<file path="src/gss_pkg.sv">
// Shared types and constants for the gesture sector selector.
package gss_pkg;

   typedef logic [2:0] sector_type;

   localparam sector_type ZONE_CENTER = 3'd0;
   localparam sector_type ZONE_UP     = 3'd1;
   localparam sector_type ZONE_DOWN   = 3'd2;
   localparam sector_type ZONE_LEFT   = 3'd3;
   localparam sector_type ZONE_RIGHT  = 3'd4;

   localparam logic [1:0]  GRACE_TICKS          = 2'd3;
   localparam logic [15:0] PICK_THRESHOLD_RESET = 16'd28;

   localparam int REQ_W = 184;
   localparam int RSP_W = 16;

   // Result fields, is_open in bit 0.
   typedef struct packed {
      logic       equip_window;
      sector_type execute_sector;
      logic       execute;
      logic       changed_pulse;
      logic       opened_pulse;
      sector_type sector;
      logic       is_open;
   } rsp_fields_type;

endpackage

</file>
<file path="src/gesture_sector_selector.sv">
// Gesture sector selector: one result beat per request beat, shared-multiplier sequencer.
// An open, available, valid-pose beat steps from accept through S_MX, S_MZ, S_MT, S_LAT,
// S_ML, S_MV and S_R2 to S_DONE; other beats go straight to S_DONE, which waits on a stalled
// output. A new request is taken only in S_IDLE. One 29x29 multiplier does the five products
// in turn (two projections, threshold, two squares).
// Reset (synchronous, active high) closes the selector, clears anchor, axis and grace
// counter and loads the pick threshold with 28.
module gesture_sector_selector
   import gss_pkg::*;
(
   input  logic             clock,
   input  logic             reset,
   input  logic             req_tvalid,
   output logic             req_tready,
   // select_held, available, pose_valid, hand_x, hand_y, hand_z, body_x, body_y,
   // body_z, right_x, right_z; zero pad at the top
   input  logic [REQ_W-1:0] req_tdata,
   output logic             rsp_tvalid,
   input  logic             rsp_tready,
   // is_open, sector[2:0], opened_pulse, changed_pulse, execute, execute_sector[2:0],
   // equip_window; zero pad at the top
   output logic [RSP_W-1:0] rsp_tdata,
   input  logic             csr_valid,
   output logic             csr_ready,
   input  logic [15:0]      csr_data
);

   typedef enum logic [3:0] {
      S_IDLE, S_MX, S_MZ, S_MT, S_LAT, S_ML, S_MV, S_R2, S_DONE
   } state_type;

   state_type      state_ff;
   logic [15:0]    thresh_ff;
   logic           open_ff;
   sector_type     sector_ff;
   logic signed [24:0] anchor_ff [3];
   logic signed [15:0] right_ff  [2];
   logic [1:0]     grace_ff;
   logic           rsp_valid_ff;
   rsp_fields_type rsp_ff;

   // captured request beat
   logic           held_ff, avail_ff, pose_ff;
   logic signed [24:0] off_ff [3];
   logic signed [25:0] d_ff   [3];
   logic signed [15:0] rin_ff [2];

   logic signed [57:0] prod_ff;
   logic signed [42:0] acc_ff;
   logic signed [28:0] lat_ff;
   logic [31:0]    th2_ff;
   logic [54:0]    r2_ff;

   // request fields
   logic           req_held, req_avail, req_pose;
   logic signed [23:0] req_hand [3];
   logic signed [23:0] req_body [3];
   logic signed [15:0] req_right [2];

   assign req_held     = req_tdata[0];
   assign req_avail    = req_tdata[1];
   assign req_pose     = req_tdata[2];
   assign req_hand[0]  = req_tdata[26:3];
   assign req_hand[1]  = req_tdata[50:27];
   assign req_hand[2]  = req_tdata[74:51];
   assign req_body[0]  = req_tdata[98:75];
   assign req_body[1]  = req_tdata[122:99];
   assign req_body[2]  = req_tdata[146:123];
   assign req_right[0] = req_tdata[162:147];
   assign req_right[1] = req_tdata[178:163];

   logic req_fire;
   logic out_free;
   logic rsp_valid_in;
   assign req_tready   = (state_ff == S_IDLE);
   assign req_fire     = req_tvalid && req_tready;
   assign out_free     = !rsp_valid_ff || rsp_tready;
   assign rsp_valid_in = ((state_ff == S_DONE) && out_free) || (rsp_valid_ff && !rsp_tready);
   assign csr_ready    = 1'b1;
   assign rsp_tvalid   = rsp_valid_ff;
   assign rsp_tdata    = {{(RSP_W - $bits(rsp_fields_type)){1'b0}}, rsp_ff};

   // hand offset from body, and displacement from the anchor
   logic signed [24:0] off_in [3];
   logic signed [25:0] d_in   [3];
   always_comb begin
      for (int i = 0; i < 3; i++) begin
         off_in[i] = 25'(req_hand[i]) - 25'(req_body[i]);
         d_in[i]   = 26'(off_in[i]) - 26'(anchor_ff[i]);
      end
   end

   // shared multiplier
   logic signed [28:0] mul_a, mul_b;
   logic signed [57:0] mul_p;
   always_comb begin
      mul_a = '0;
      mul_b = '0;
      unique case (state_ff)
         S_MX: begin
            mul_a = 29'(d_ff[0]);
            mul_b = 29'(right_ff[0]);
         end
         S_MZ: begin
            mul_a = 29'(d_ff[2]);
            mul_b = 29'(right_ff[1]);
         end
         S_MT: begin
            mul_a = {13'b0, thresh_ff};
            mul_b = {13'b0, thresh_ff};
         end
         S_ML: begin
            mul_a = lat_ff;
            mul_b = lat_ff;
         end
         S_MV: begin
            mul_a = 29'(d_ff[1]);
            mul_b = 29'(d_ff[1]);
         end
         default: begin
            mul_a = '0;
            mul_b = '0;
         end
      endcase
   end
   assign mul_p = mul_a * mul_b;

   // divide by 2^14 rounding toward zero
   logic signed [42:0] acc_bias;
   logic signed [28:0] lat_in;
   assign acc_bias = acc_ff + {29'b0, {14{acc_ff[42]}}};
   assign lat_in   = acc_bias[42:14];

   // sector pick
   logic signed [28:0] lat_neg;
   logic [27:0]    abs_lat;
   logic [27:0]    abs_vert;
   logic           lat_pos, vert_pos;
   sector_type     lat_sec, vert_sec;
   logic [63:0]    r2_x400;
   logic [63:0]    th2_x169;
   logic [27:0]    cur_mag, oth_mag;
   logic [32:0]    oth_x20, cur_x23;
   logic           cur_is_lat;
   sector_type     pick;

   always_comb begin
      lat_neg   = -lat_ff;
      abs_lat   = lat_ff[28] ? lat_neg[27:0] : lat_ff[27:0];
      abs_vert  = d_ff[1][25] ? 28'(-d_ff[1]) : 28'(d_ff[1]);
      lat_pos   = !lat_ff[28] && (lat_ff != '0);
      vert_pos  = !d_ff[1][25] && (d_ff[1] != '0);
      lat_sec   = lat_pos ? ZONE_RIGHT : ZONE_LEFT;
      vert_sec  = vert_pos ? ZONE_UP : ZONE_DOWN;
      r2_x400   = ({9'b0, r2_ff} << 8) + ({9'b0, r2_ff} << 7) + ({9'b0, r2_ff} << 4);
      th2_x169  = ({32'b0, th2_ff} << 7) + ({32'b0, th2_ff} << 5) + ({32'b0, th2_ff} << 3)
                  + {32'b0, th2_ff};
      cur_is_lat = (sector_ff == ZONE_LEFT) || (sector_ff == ZONE_RIGHT);
      cur_mag   = cur_is_lat ? abs_lat : abs_vert;
      oth_mag   = cur_is_lat ? abs_vert : abs_lat;
      oth_x20   = ({5'b0, oth_mag} << 4) + ({5'b0, oth_mag} << 2);
      cur_x23   = ({5'b0, cur_mag} << 4) + ({5'b0, cur_mag} << 2)
                  + ({5'b0, cur_mag} << 1) + {5'b0, cur_mag};
      pick      = sector_ff;
      if (sector_ff == ZONE_CENTER) begin
         if (r2_ff >= {23'b0, th2_ff})
            pick = (abs_lat >= abs_vert) ? lat_sec : vert_sec;
      end else if (r2_x400 < th2_x169) begin
         pick = ZONE_CENTER;
      end else if (oth_x20 > cur_x23) begin
         pick = cur_is_lat ? vert_sec : lat_sec;
      end else begin
         pick = cur_is_lat ? lat_sec : vert_sec;
      end
   end

   // tick update
   logic           open_in;
   sector_type     sector_in;
   logic [1:0]     grace_in;
   logic           capture;
   rsp_fields_type rsp_in;

   always_comb begin
      open_in   = open_ff;
      sector_in = sector_ff;
      grace_in  = (grace_ff != 2'd0) ? grace_ff - 2'd1 : 2'd0;
      capture   = 1'b0;
      rsp_in    = '0;
      if (!open_ff) begin
         if (avail_ff && held_ff && pose_ff) begin
            capture             = 1'b1;
            open_in             = 1'b1;
            sector_in           = ZONE_CENTER;
            rsp_in.opened_pulse = 1'b1;
         end
      end else if (!avail_ff) begin
         open_in   = 1'b0;
         sector_in = ZONE_CENTER;
      end else begin
         if (pose_ff && (pick != sector_ff)) begin
            sector_in            = pick;
            rsp_in.changed_pulse = 1'b1;
         end
         if (!held_ff) begin
            rsp_in.execute        = 1'b1;
            rsp_in.execute_sector = sector_in;
            open_in               = 1'b0;
            sector_in             = ZONE_CENTER;
            grace_in              = GRACE_TICKS;
         end
      end
      rsp_in.is_open      = open_in;
      rsp_in.sector       = sector_in;
      rsp_in.equip_window = (grace_in != 2'd0);
   end

   always_ff @(posedge clock) begin
      if (reset) begin
         state_ff     <= S_IDLE;
         thresh_ff    <= PICK_THRESHOLD_RESET;
         open_ff      <= 1'b0;
         sector_ff    <= ZONE_CENTER;
         grace_ff     <= 2'd0;
         rsp_valid_ff <= 1'b0;
         for (int i = 0; i < 3; i++) anchor_ff[i] <= '0;
         for (int i = 0; i < 2; i++) right_ff[i] <= '0;
      end else begin
         if (csr_valid) thresh_ff <= csr_data;
         rsp_valid_ff <= rsp_valid_in;
         unique case (state_ff)
            S_IDLE: begin
               if (req_fire) begin
                  if (open_ff && req_avail && req_pose) state_ff <= S_MX;
                  else state_ff <= S_DONE;
               end
            end
            S_MX: state_ff <= S_MZ;
            S_MZ: state_ff <= S_MT;
            S_MT: state_ff <= S_LAT;
            S_LAT: state_ff <= S_ML;
            S_ML: state_ff <= S_MV;
            S_MV: state_ff <= S_R2;
            S_R2: state_ff <= S_DONE;
            S_DONE: begin
               if (out_free) begin
                  rsp_ff       <= rsp_in;
                  open_ff      <= open_in;
                  sector_ff    <= sector_in;
                  grace_ff     <= grace_in;
                  if (capture) begin
                     for (int i = 0; i < 3; i++) anchor_ff[i] <= off_ff[i];
                     for (int i = 0; i < 2; i++) right_ff[i] <= rin_ff[i];
                  end
                  state_ff <= S_IDLE;
               end
            end
            default: state_ff <= S_IDLE;
         endcase
      end
   end

   // datapath, no reset
   always_ff @(posedge clock) begin
      if (req_fire) begin
         held_ff  <= req_held;
         avail_ff <= req_avail;
         pose_ff  <= req_pose;
         for (int i = 0; i < 3; i++) begin
            off_ff[i] <= off_in[i];
            d_ff[i]   <= d_in[i];
         end
         for (int i = 0; i < 2; i++) rin_ff[i] <= req_right[i];
      end
      prod_ff <= mul_p;
      case (state_ff)
         S_MZ:  acc_ff <= prod_ff[42:0];
         S_MT:  acc_ff <= acc_ff + prod_ff[42:0];
         S_LAT: begin
            th2_ff <= prod_ff[31:0];
            lat_ff <= lat_in;
         end
         S_MV:  r2_ff <= prod_ff[54:0];
         S_R2:  r2_ff <= r2_ff + prod_ff[54:0];
         default: ;
      endcase
   end

   // an executed beat leaves the selector closed
   a_exec_closed: assert property (@(posedge clock) disable iff (reset)
      rsp_valid_ff && rsp_ff.execute |-> !rsp_ff.is_open)
      else $error("execute with selector still open");

   // opening always starts in center
   a_open_center: assert property (@(posedge clock) disable iff (reset)
      rsp_valid_ff && rsp_ff.opened_pulse |-> rsp_ff.is_open && rsp_ff.sector == ZONE_CENTER)
      else $error("open pulse without open center state");

   // closed selector shows no sector
   a_closed_center: assert property (@(posedge clock) disable iff (reset)
      !open_ff |-> sector_ff == ZONE_CENTER)
      else $error("sector set while closed");

   // grace counter never exceeds its load value
   a_grace_range: assert property (@(posedge clock) disable iff (reset)
      grace_ff <= GRACE_TICKS)
      else $error("grace counter out of range");

   // a stalled result holds the tick update back
   a_done_hold: assert property (@(posedge clock) disable iff (reset)
      state_ff == S_DONE && !out_free |=> state_ff == S_DONE && $stable(open_ff))
      else $error("tick state moved while result stalled");

endmodule
</file>
<file path="config.mk">
export PLATFORM = sky130hd
export DESIGN_NAME = gesture_sector_selector
export DESIGN_NICKNAME = d
export VERILOG_FILES = /design/src/gss_pkg.sv /design/src/gesture_sector_selector.sv
export SDC_FILE = /design/constraint.sdc
export NUM_CORES = 2
export LEC_CHECK = 0
export BUFFER_PORTS_ARGS = -buffer_cell sky130_fd_sc_hd__buf_4
export CORE_ASPECT_RATIO = 0.9
export CORE_MARGIN = 4
export CORE_UTILIZATION = 55
export CTS_CLUSTER_SIZE = 30
export DETAILED_ROUTE_END_ITERATION = 10
export HOLD_SLACK_MARGIN = 0.03
export PLACE_DENSITY = 0.79
export SLEW_MARGIN = 20
export SYNTH_ARGS = -nofsm -noshare
export SYNTH_HDL_FRONTEND = slang
export SYNTH_SLANG_ARGS = --single-unit
</file>
<file path="constraint.sdc">
create_clock -name clock -period 25.5 [get_ports clock]
set_input_delay 5.1 -clock clock [delete_from_list [all_inputs] [get_ports clock]]
set_output_delay 5.1 -clock clock [all_outputs]
set_load 0.02 [all_outputs]
</file>
# Word level (Yosys, flattened, before mapping)
# Memory sizes are Yosys's and may differ from the RTL's.
# Cells that the tools add are included.
[word_totals] reg_bits=255 latch_bits=0 mem_bits_rw=292 romBits=0 input_bits=205 out_inout_bits=19 elab_cells=154 n_memories=5
[mem_list] name="d_ff" words=3 width=26 rd=3 rd_clocked_by_memory_dff=0 write_ports=3 line_no="gesture_sector_selector.sv:45" text="logic signed [25:0] d_ff [3];"
[mem_list] name="anchor_ff" words=3 width=25 rd=3 rd_clocked_by_memory_dff=0 write_ports=3 line_no="gesture_sector_selector.sv:36" text="logic signed [24:0] anchor_ff [3];"
[mem_list] name="off_ff" words=3 width=25 rd=3 rd_clocked_by_memory_dff=0 write_ports=3 line_no="gesture_sector_selector.sv:44" text="logic signed [24:0] off_ff [3];"
[mem_list] name="right_ff" words=2 width=16 rd=2 rd_clocked_by_memory_dff=0 write_ports=2 line_no="gesture_sector_selector.sv:37" text="logic signed [15:0] right_ff [2];"
[mem_list] name="rin_ff" words=2 width=16 rd=2 rd_clocked_by_memory_dff=0 write_ports=2 line_no="gesture_sector_selector.sv:46" text="logic signed [15:0] rin_ff [2];"
[classes] add_sub_neg=21 mul=1 n_div=0 magnitude_cmp=4 n_eq_ne=13 shifts=0 muxes=51 n_bitwise=8 reduce_logical=30
[ops] cell="one-hot mux 29 bit (5 select lines)" count=2
[ops] cell="2-to-1 mux 28 bit" count=4
[ops] cell="one-hot mux 55 bit (2 select lines)" count=1
[ops] cell="one-hot mux 43 bit (2 select lines)" count=1
[ops] cell="subtractor 25 x 25 -> 26 bit" count=3
[ops] cell="2-to-1 mux 25 bit" count=3
[ops] cell="subtractor 24 x 24 -> 25 bit" count=3
[ops] cell="adder 32 x 30 -> 33 bit" count=2
[ops] cell="adder 63 x 62 -> 64 bit" count=1
[ops] cell="adder 64 x 59 -> 64 bit" count=1
[ops] cell="less-than comparator 64 x 42 -> 1 bit" count=1
[ops] cell="adder 55 bit" count=1
[ops] cell=">= comparator 55 x 32 -> 1 bit" count=1
[ops] cell="multiplier 29 x 29 -> 55 bit" count=1
[ops] cell="adder 43 x 14 -> 43 bit" count=1
[ops] cell="adder 43 bit" count=1
[ops] cell="adder 41 x 32 -> 42 bit" count=1
[ops] cell="adder 40 x 35 -> 41 bit" count=1
[ops] cell="adder 39 x 37 -> 40 bit" count=1
[ops] cell="2-to-1 mux 3 bit" count=13
[ops] cell="one-hot mux 4 bit (9 select lines)" count=1
[ops] cell="adder 33 x 28 -> 33 bit" count=1
[ops] cell="adder 33 x 29 -> 33 bit" count=1
[ops] cell="greater-than comparator 33 bit" count=1
[ops] cell="other kinds (30)" count=81

# Logic depth before layout (Yosys ltp)
# An unclocked memory read counts as a cell.
[logic_depth] ltp_word=17 mapped_depth=46 ltp_nobuf=45

# Worst setup path after synthesis
# Ideal clock, no wire load.
[synth_timing] kind="input-to-reg" from="in req_tvalid" to="reg avail_ff (enable)" setup_time_ps=570 t_arrival_ps=9370 t_required_ps=24930 path_slack_ps=15560 stages=1 n_path_buf=0 cell_sequence="and2_1"
[synth_via] elab_chain_cells=1
[synth_rtl] element="start, declared" line_no="gesture_sector_selector.sv:13" text="input logic req_tvalid,"
[synth_rtl] element="logical AND 1 bit" line_no="gesture_sector_selector.sv:76" text="assign req_fire = req_tvalid && req_tready;"
[synth_rtl] element="end signal, assigned" line_no="gesture_sector_selector.sv:267" text="avail_ff <= req_avail;"
[synth_rtl] element="end, declared" line_no="gesture_sector_selector.sv:43" text="logic held_ff, avail_ff, pose_ff;"
# No other way between the ends.
# A chain may end at the register's enable or synchronous reset.

# Final worst setup path
[layout_timing] from="reg state_ff[3]" to="reg prod_ff[53]"
[layout_via] elab_chain_cells=3 word_cells_on_any_way=8 classes_between="1 x mul; 5 x eq/ne; 2 x mux"
[layout_rtl] element="start, declared" line_no="gesture_sector_selector.sv:32" text="state_type state_ff;"
[layout_rtl] element="start signal, assigned" line_no="gesture_sector_selector.sv:220" text="state_ff <= S_IDLE;"
[layout_rtl] element="start signal, assigned" line_no="gesture_sector_selector.sv:234" text="if (open_ff && req_avail && req_pose) state_ff <= S_MX;"
[layout_rtl] element="start signal, assigned" line_no="gesture_sector_selector.sv:235" text="else state_ff <= S_DONE;"
[layout_rtl] element="== test 4 x 3 -> 1 bit, or another cell as far along" line_no="gesture_sector_selector.sv:99" text="unique case (state_ff)"
[layout_rtl] element="one-hot mux 29 bit (5 select lines)" line_no="gesture_sector_selector.sv:99"
[layout_rtl] element="multiplier 29 x 29 -> 55 bit *" line_no="gesture_sector_selector.sv:126" text="assign mul_p = mul_a * mul_b;"
[layout_rtl] element="net mul_p[53]" line_no="gesture_sector_selector.sv:95" text="logic signed [57:0] mul_p;"
[layout_rtl] element="end signal, assigned" line_no="gesture_sector_selector.sv:275" text="prod_ff <= mul_p;"
[layout_rtl] element="end, declared" line_no="gesture_sector_selector.sv:48" text="logic signed [57:0] prod_ff;"
# Mark *: on every way through the listed nets, which the timed path passes. The rest lies on a longest branch.

==> run summary <==
The post-synthesis to final-layout area growth is 7.75%. The post-synthesis compound-gate area fraction came out at 12.2%. Setup violations remaining at the end of the flow were counted as 0. The number of port buffers is 212. The tightest min-delay check is of the flip-flop to flip-flop type. The number of global-route vias before repair came to 60,775.

The region available for standard cell placement spans 136,000 sq um. Following the worst setup path forward leads to its endpoint at prod_ff[53]$_DFF_P_. The flip-flop and latch count after synthesis came out at 547. After Yosys synthesis, full adders, half adders and majority gates account for 39.4% of the synthesized area. The worst endpoint required time came out at 26,030 ps.

The number of DRC violations after detailed-routing iteration 0 is 5,323. The share of the synthesized netlist area taken by xor and xnor gates is 5.57%. The initial antenna violation count came out at 5. The total wire length after detailed routing came out at 210,000 um.

The critical path buffer and inverter count is 6. The worst-case IR drop observed on VDD is 0.189 mV. A synthesized cell averages 9.26 sq um.

The number of optimization iterations in the first detailed-route pass is 7. The row count is 128. The remaining number of nets flagged by the antenna check after routing came out at 0. The share of the Yosys chip area taken by registers is 20.6%. The CTS sink count is 547. The cell depth of the worst hold path is 2.

In this design, the largest share of critical-path delay is due to compound AO/OA/AOI/OAI gates. The average wire length per cell after detail routing is 20.7 um. The synthesized design contains 465 enable-type register cells. In this run the count of I/O pins placed on the die edge is 224.

The kind of launch point of the worst setup path is a flip-flop. The area share of and/or/nand/nor cells after synthesis came out at 13.5%. The count of synthesis-stage warnings from yosys came out at 0. The final worst-path cycle share came out at 46.2%. The total die area is 143,000 sq um. The clock skew came out at 41.1 ps. The proportion of layout cells with a drive suffix above 1 came out at 5.98%.

Summing over every cut layer, the via total after detailed routing is 59,577. The reg-to-reg critical path startpoint is state_ff[3]$_SDFFE_PP0P_. Among the stages of the critical path, the cell type that occurs most often is sky130_fd_sc_hd__fa_1. The critical-path cell with the highest stage delay is sky130_fd_sc_hd__a221o_1. The transition at the pin with the smallest max-transition slack is 1160 ps. The combinational family with the most area after synthesis is adder cells.

The sum of overflow across all layers after global routing is 0. The layout has 11,114 filler cells. For this run, the leading register cell type out of synthesis is sky130_fd_sc_hd__edfxtp_1. The global-route wire length before repair came out at 330,000 um.

The number of remaining DRC errors came out at 0. Data arrives at the worst endpoint at 12,320 ps. The static leakage came out at 0.0377 uW. The critical path starts at state_ff[3]$_SDFFE_PP0P_. The highest fanout seen on the critical path came out at 68. The number of distinct standard cells referenced by the synthesized netlist is 99. The area taken by flip-flops and latches is 15,600 sq um. The CTS H-tree depth came out at 2. The final weighted congestion in routability-driven placement came out at 1.04. The TritonCTS clock tree is built. The routed via count divided by cell count came out at 5.87. Leaving out fill and tap cells, the most frequent cell in the layout is sky130_fd_sc_hd__inv_1. The half-perimeter wire length after detailed placement came out at 168,000 um. The largest net degree at the start of global routing came out at 119. The count of pins over their slew limit is 0. The post-CTS setup repair buffer count came out at 0.

Clock latency on the worst-skew pair, taken at its later pin, is 670 ps. The power per cell area is 54.0 nW/um^2. The start-to-end type of the worst setup path is flip-flop to flip-flop. The post-cts hold buffer count is 0.

In this run the clock root is driven by a sky130_fd_sc_hd__clkbuf_16. The final net count is 10,240. The maximum number of buffers from clock root to sink is 3.

Setup repair after global routing left no endpoint under its margin. The share of synthesized flip-flops with an asynchronous set or reset came out at 0%. The reg2reg setup slack came out at 13,710 ps. The achievable clock frequency is 84.8 MHz. The post-cts gate resize count came out at 0. The post-synth design cell area came out at 75,600 sq um. Adding up every negative setup slack in the final design gives 0 ps. The worst slew slack as a fraction of its limit is 22.6%. The flow ran to the end, and the final reports show no timing, DRC or antenna violations. The initial utilization of the core area, before any placement, comes to 55.6%. Power comes to 4400 uW. In the synthesized netlist, mux cells make up 0.493% of the area. The count of final hold-check violations came out at 0. Cells fill 59.9% of the core in the end. The vertical die dimension is 360 um.

In the final layout, the multi-input gates occupy 54,000 sq um. On the worst path, the slowest cell contributes a delay of 960 ps. The horizontal extent of the die came out at 399 um. In this run the number of cells on the critical path is 35. After clock tree synthesis, the clock-pin slew on the worst setup and hold paths is 60 ps. The global-route usage over all layers came out at 29.2%. The count of max-cap constraint violations is 0. The synthesized netlist cell count is 8,166. The worst flop-to-flop path endpoint is prod_ff[53]$_DFF_P_. The worst reg-to-reg path cell count is 35.

Buffers inserted during clock tree synthesis total 59. In the layout the commonest cells are 1,378 x sky130_fd_sc_hd__inv_1, 1,018 x sky130_fd_sc_hd__fa_1, 961 x sky130_fd_sc_hd__nand2_1. The kind of end point of the critical path is a flip-flop. The shortest period the worst path allows came out at 11,790 ps.
-- cell type report --
class,instances,share of cell area (%)
flip-flops and latches,547,19.2
diodes,3,0.00922
inverters,1379,6.35
well taps,1820,2.80
clock inverters,33,0.481
repair buffers,313,2.92
multi-input cells,5981,66.3
clock buffers,77,2.00
-- state kept, by name, indices dropped and copies added, names as in the netlist, 43 cells and up --
| signal | count |
|---|---|
| prod_ff | 55 |
| off_ff | 75 |
| r2_ff | 55 |
| anchor_ff | 75 |
| acc_ff | 43 |
| d_ff | 78 |
-- where the power goes --
| group | internal (uW) | leakage, uW | switching, uW |
|---|---|---|---|
| Sequential | 1060 | 0.00518 | 52.5 |
| Clock | 515 | 0.000990 | 376 |
| Combinational | 1070 | 0.0315 | 1320 |
-- cell families after synthesis --
logic type               count (synthesis)
adder cells (fa/ha/maj)               1771
flip-flops                             547
other                                    2
buffers and inverters                 1644
AND/OR/NAND/NOR                       2276
XOR/XNOR                               480
multiplexers                            36
AO/OA/AOI/OAI                         1410
-- per-stage QoR --
step | cell area [sq um] | setup WS (ps) | hold slack (ps) | cells
4_1_cts | 81400 | 14040 | 494 | 10147
6_report | 81500 | 13710 | 495 | 10153
2_1_floorplan | 75600 | 15560 | 458 | 8172
3_3_place_gp | 79400 | 14290 | 474 | 10037
5_1_grt | 81400 | 13290 | 517 | 10150
3_5_place_dp | 79400 | 14140 | 488 | 10037
-- how the worst min path moves through the flow --
stage                                  start                       end  slack, ps
floorplan           grace_ff[1]$_SDFFE_PP0P_  grace_ff[1]$_SDFFE_PP0P_        460
global placement    grace_ff[1]$_SDFFE_PP0P_  grace_ff[1]$_SDFFE_PP0P_        470
detailed placement  grace_ff[1]$_SDFFE_PP0P_  grace_ff[1]$_SDFFE_PP0P_        490
CTS                 grace_ff[1]$_SDFFE_PP0P_  grace_ff[1]$_SDFFE_PP0P_        490
global route        grace_ff[1]$_SDFFE_PP0P_  grace_ff[1]$_SDFFE_PP0P_        520
finish              grace_ff[1]$_SDFFE_PP0P_  grace_ff[1]$_SDFFE_PP0P_        490
-- synthesized netlist by cell type, types with 80 or more instances --
master | instances | area, sq um
sky130_fd_sc_hd__xnor2_1 | 311 | 2720
sky130_fd_sc_hd__dfxtp_1 | 82 | 1640
sky130_fd_sc_hd__ha_1 | 736 | 9210
sky130_fd_sc_hd__o21ai_0 | 327 | 1640
sky130_fd_sc_hd__nand3_1 | 89 | 445
sky130_fd_sc_hd__nor3_1 | 127 | 636
sky130_fd_sc_hd__a21o_1 | 143 | 1070
sky130_fd_sc_hd__nand2b_1 | 80 | 500
sky130_fd_sc_hd__fa_1 | 1018 | 20400
sky130_fd_sc_hd__nor2_1 | 579 | 2170
sky130_fd_sc_hd__a21oi_1 | 361 | 1810
sky130_fd_sc_hd__nand2_1 | 961 | 3610
sky130_fd_sc_hd__and3_1 | 146 | 913
sky130_fd_sc_hd__edfxtp_1 | 465 | 14000
sky130_fd_sc_hd__clkbuf_1 | 244 | 916
sky130_fd_sc_hd__xor2_1 | 168 | 1470
sky130_fd_sc_hd__inv_1 | 1379 | 5180
-- tightest hold or removal path: cells and delay by family (launching register included) --
| kind | cells | cell delay [ps] |
|---|---|---|
| flops | 1 | 310 |
| compound gates | 2 | 130 |
-- metal layers --
layer | GRT usage, % | share of wire (%) | vias up | routed length, um
li1 | - | - | 27119 | -
met1 | 38.4 | 39 | 29124 | 82700
met2 | 45.7 | 45 | 2755 | 93700
met3 | 7.45 | 11 | 573 | 22200
met4 | 12.8 | 5.3 | 6 | 11100
met5 | 0.0661 | 0.019 | - | 39
Note: power is estimated with default switching activity, not from simulation.
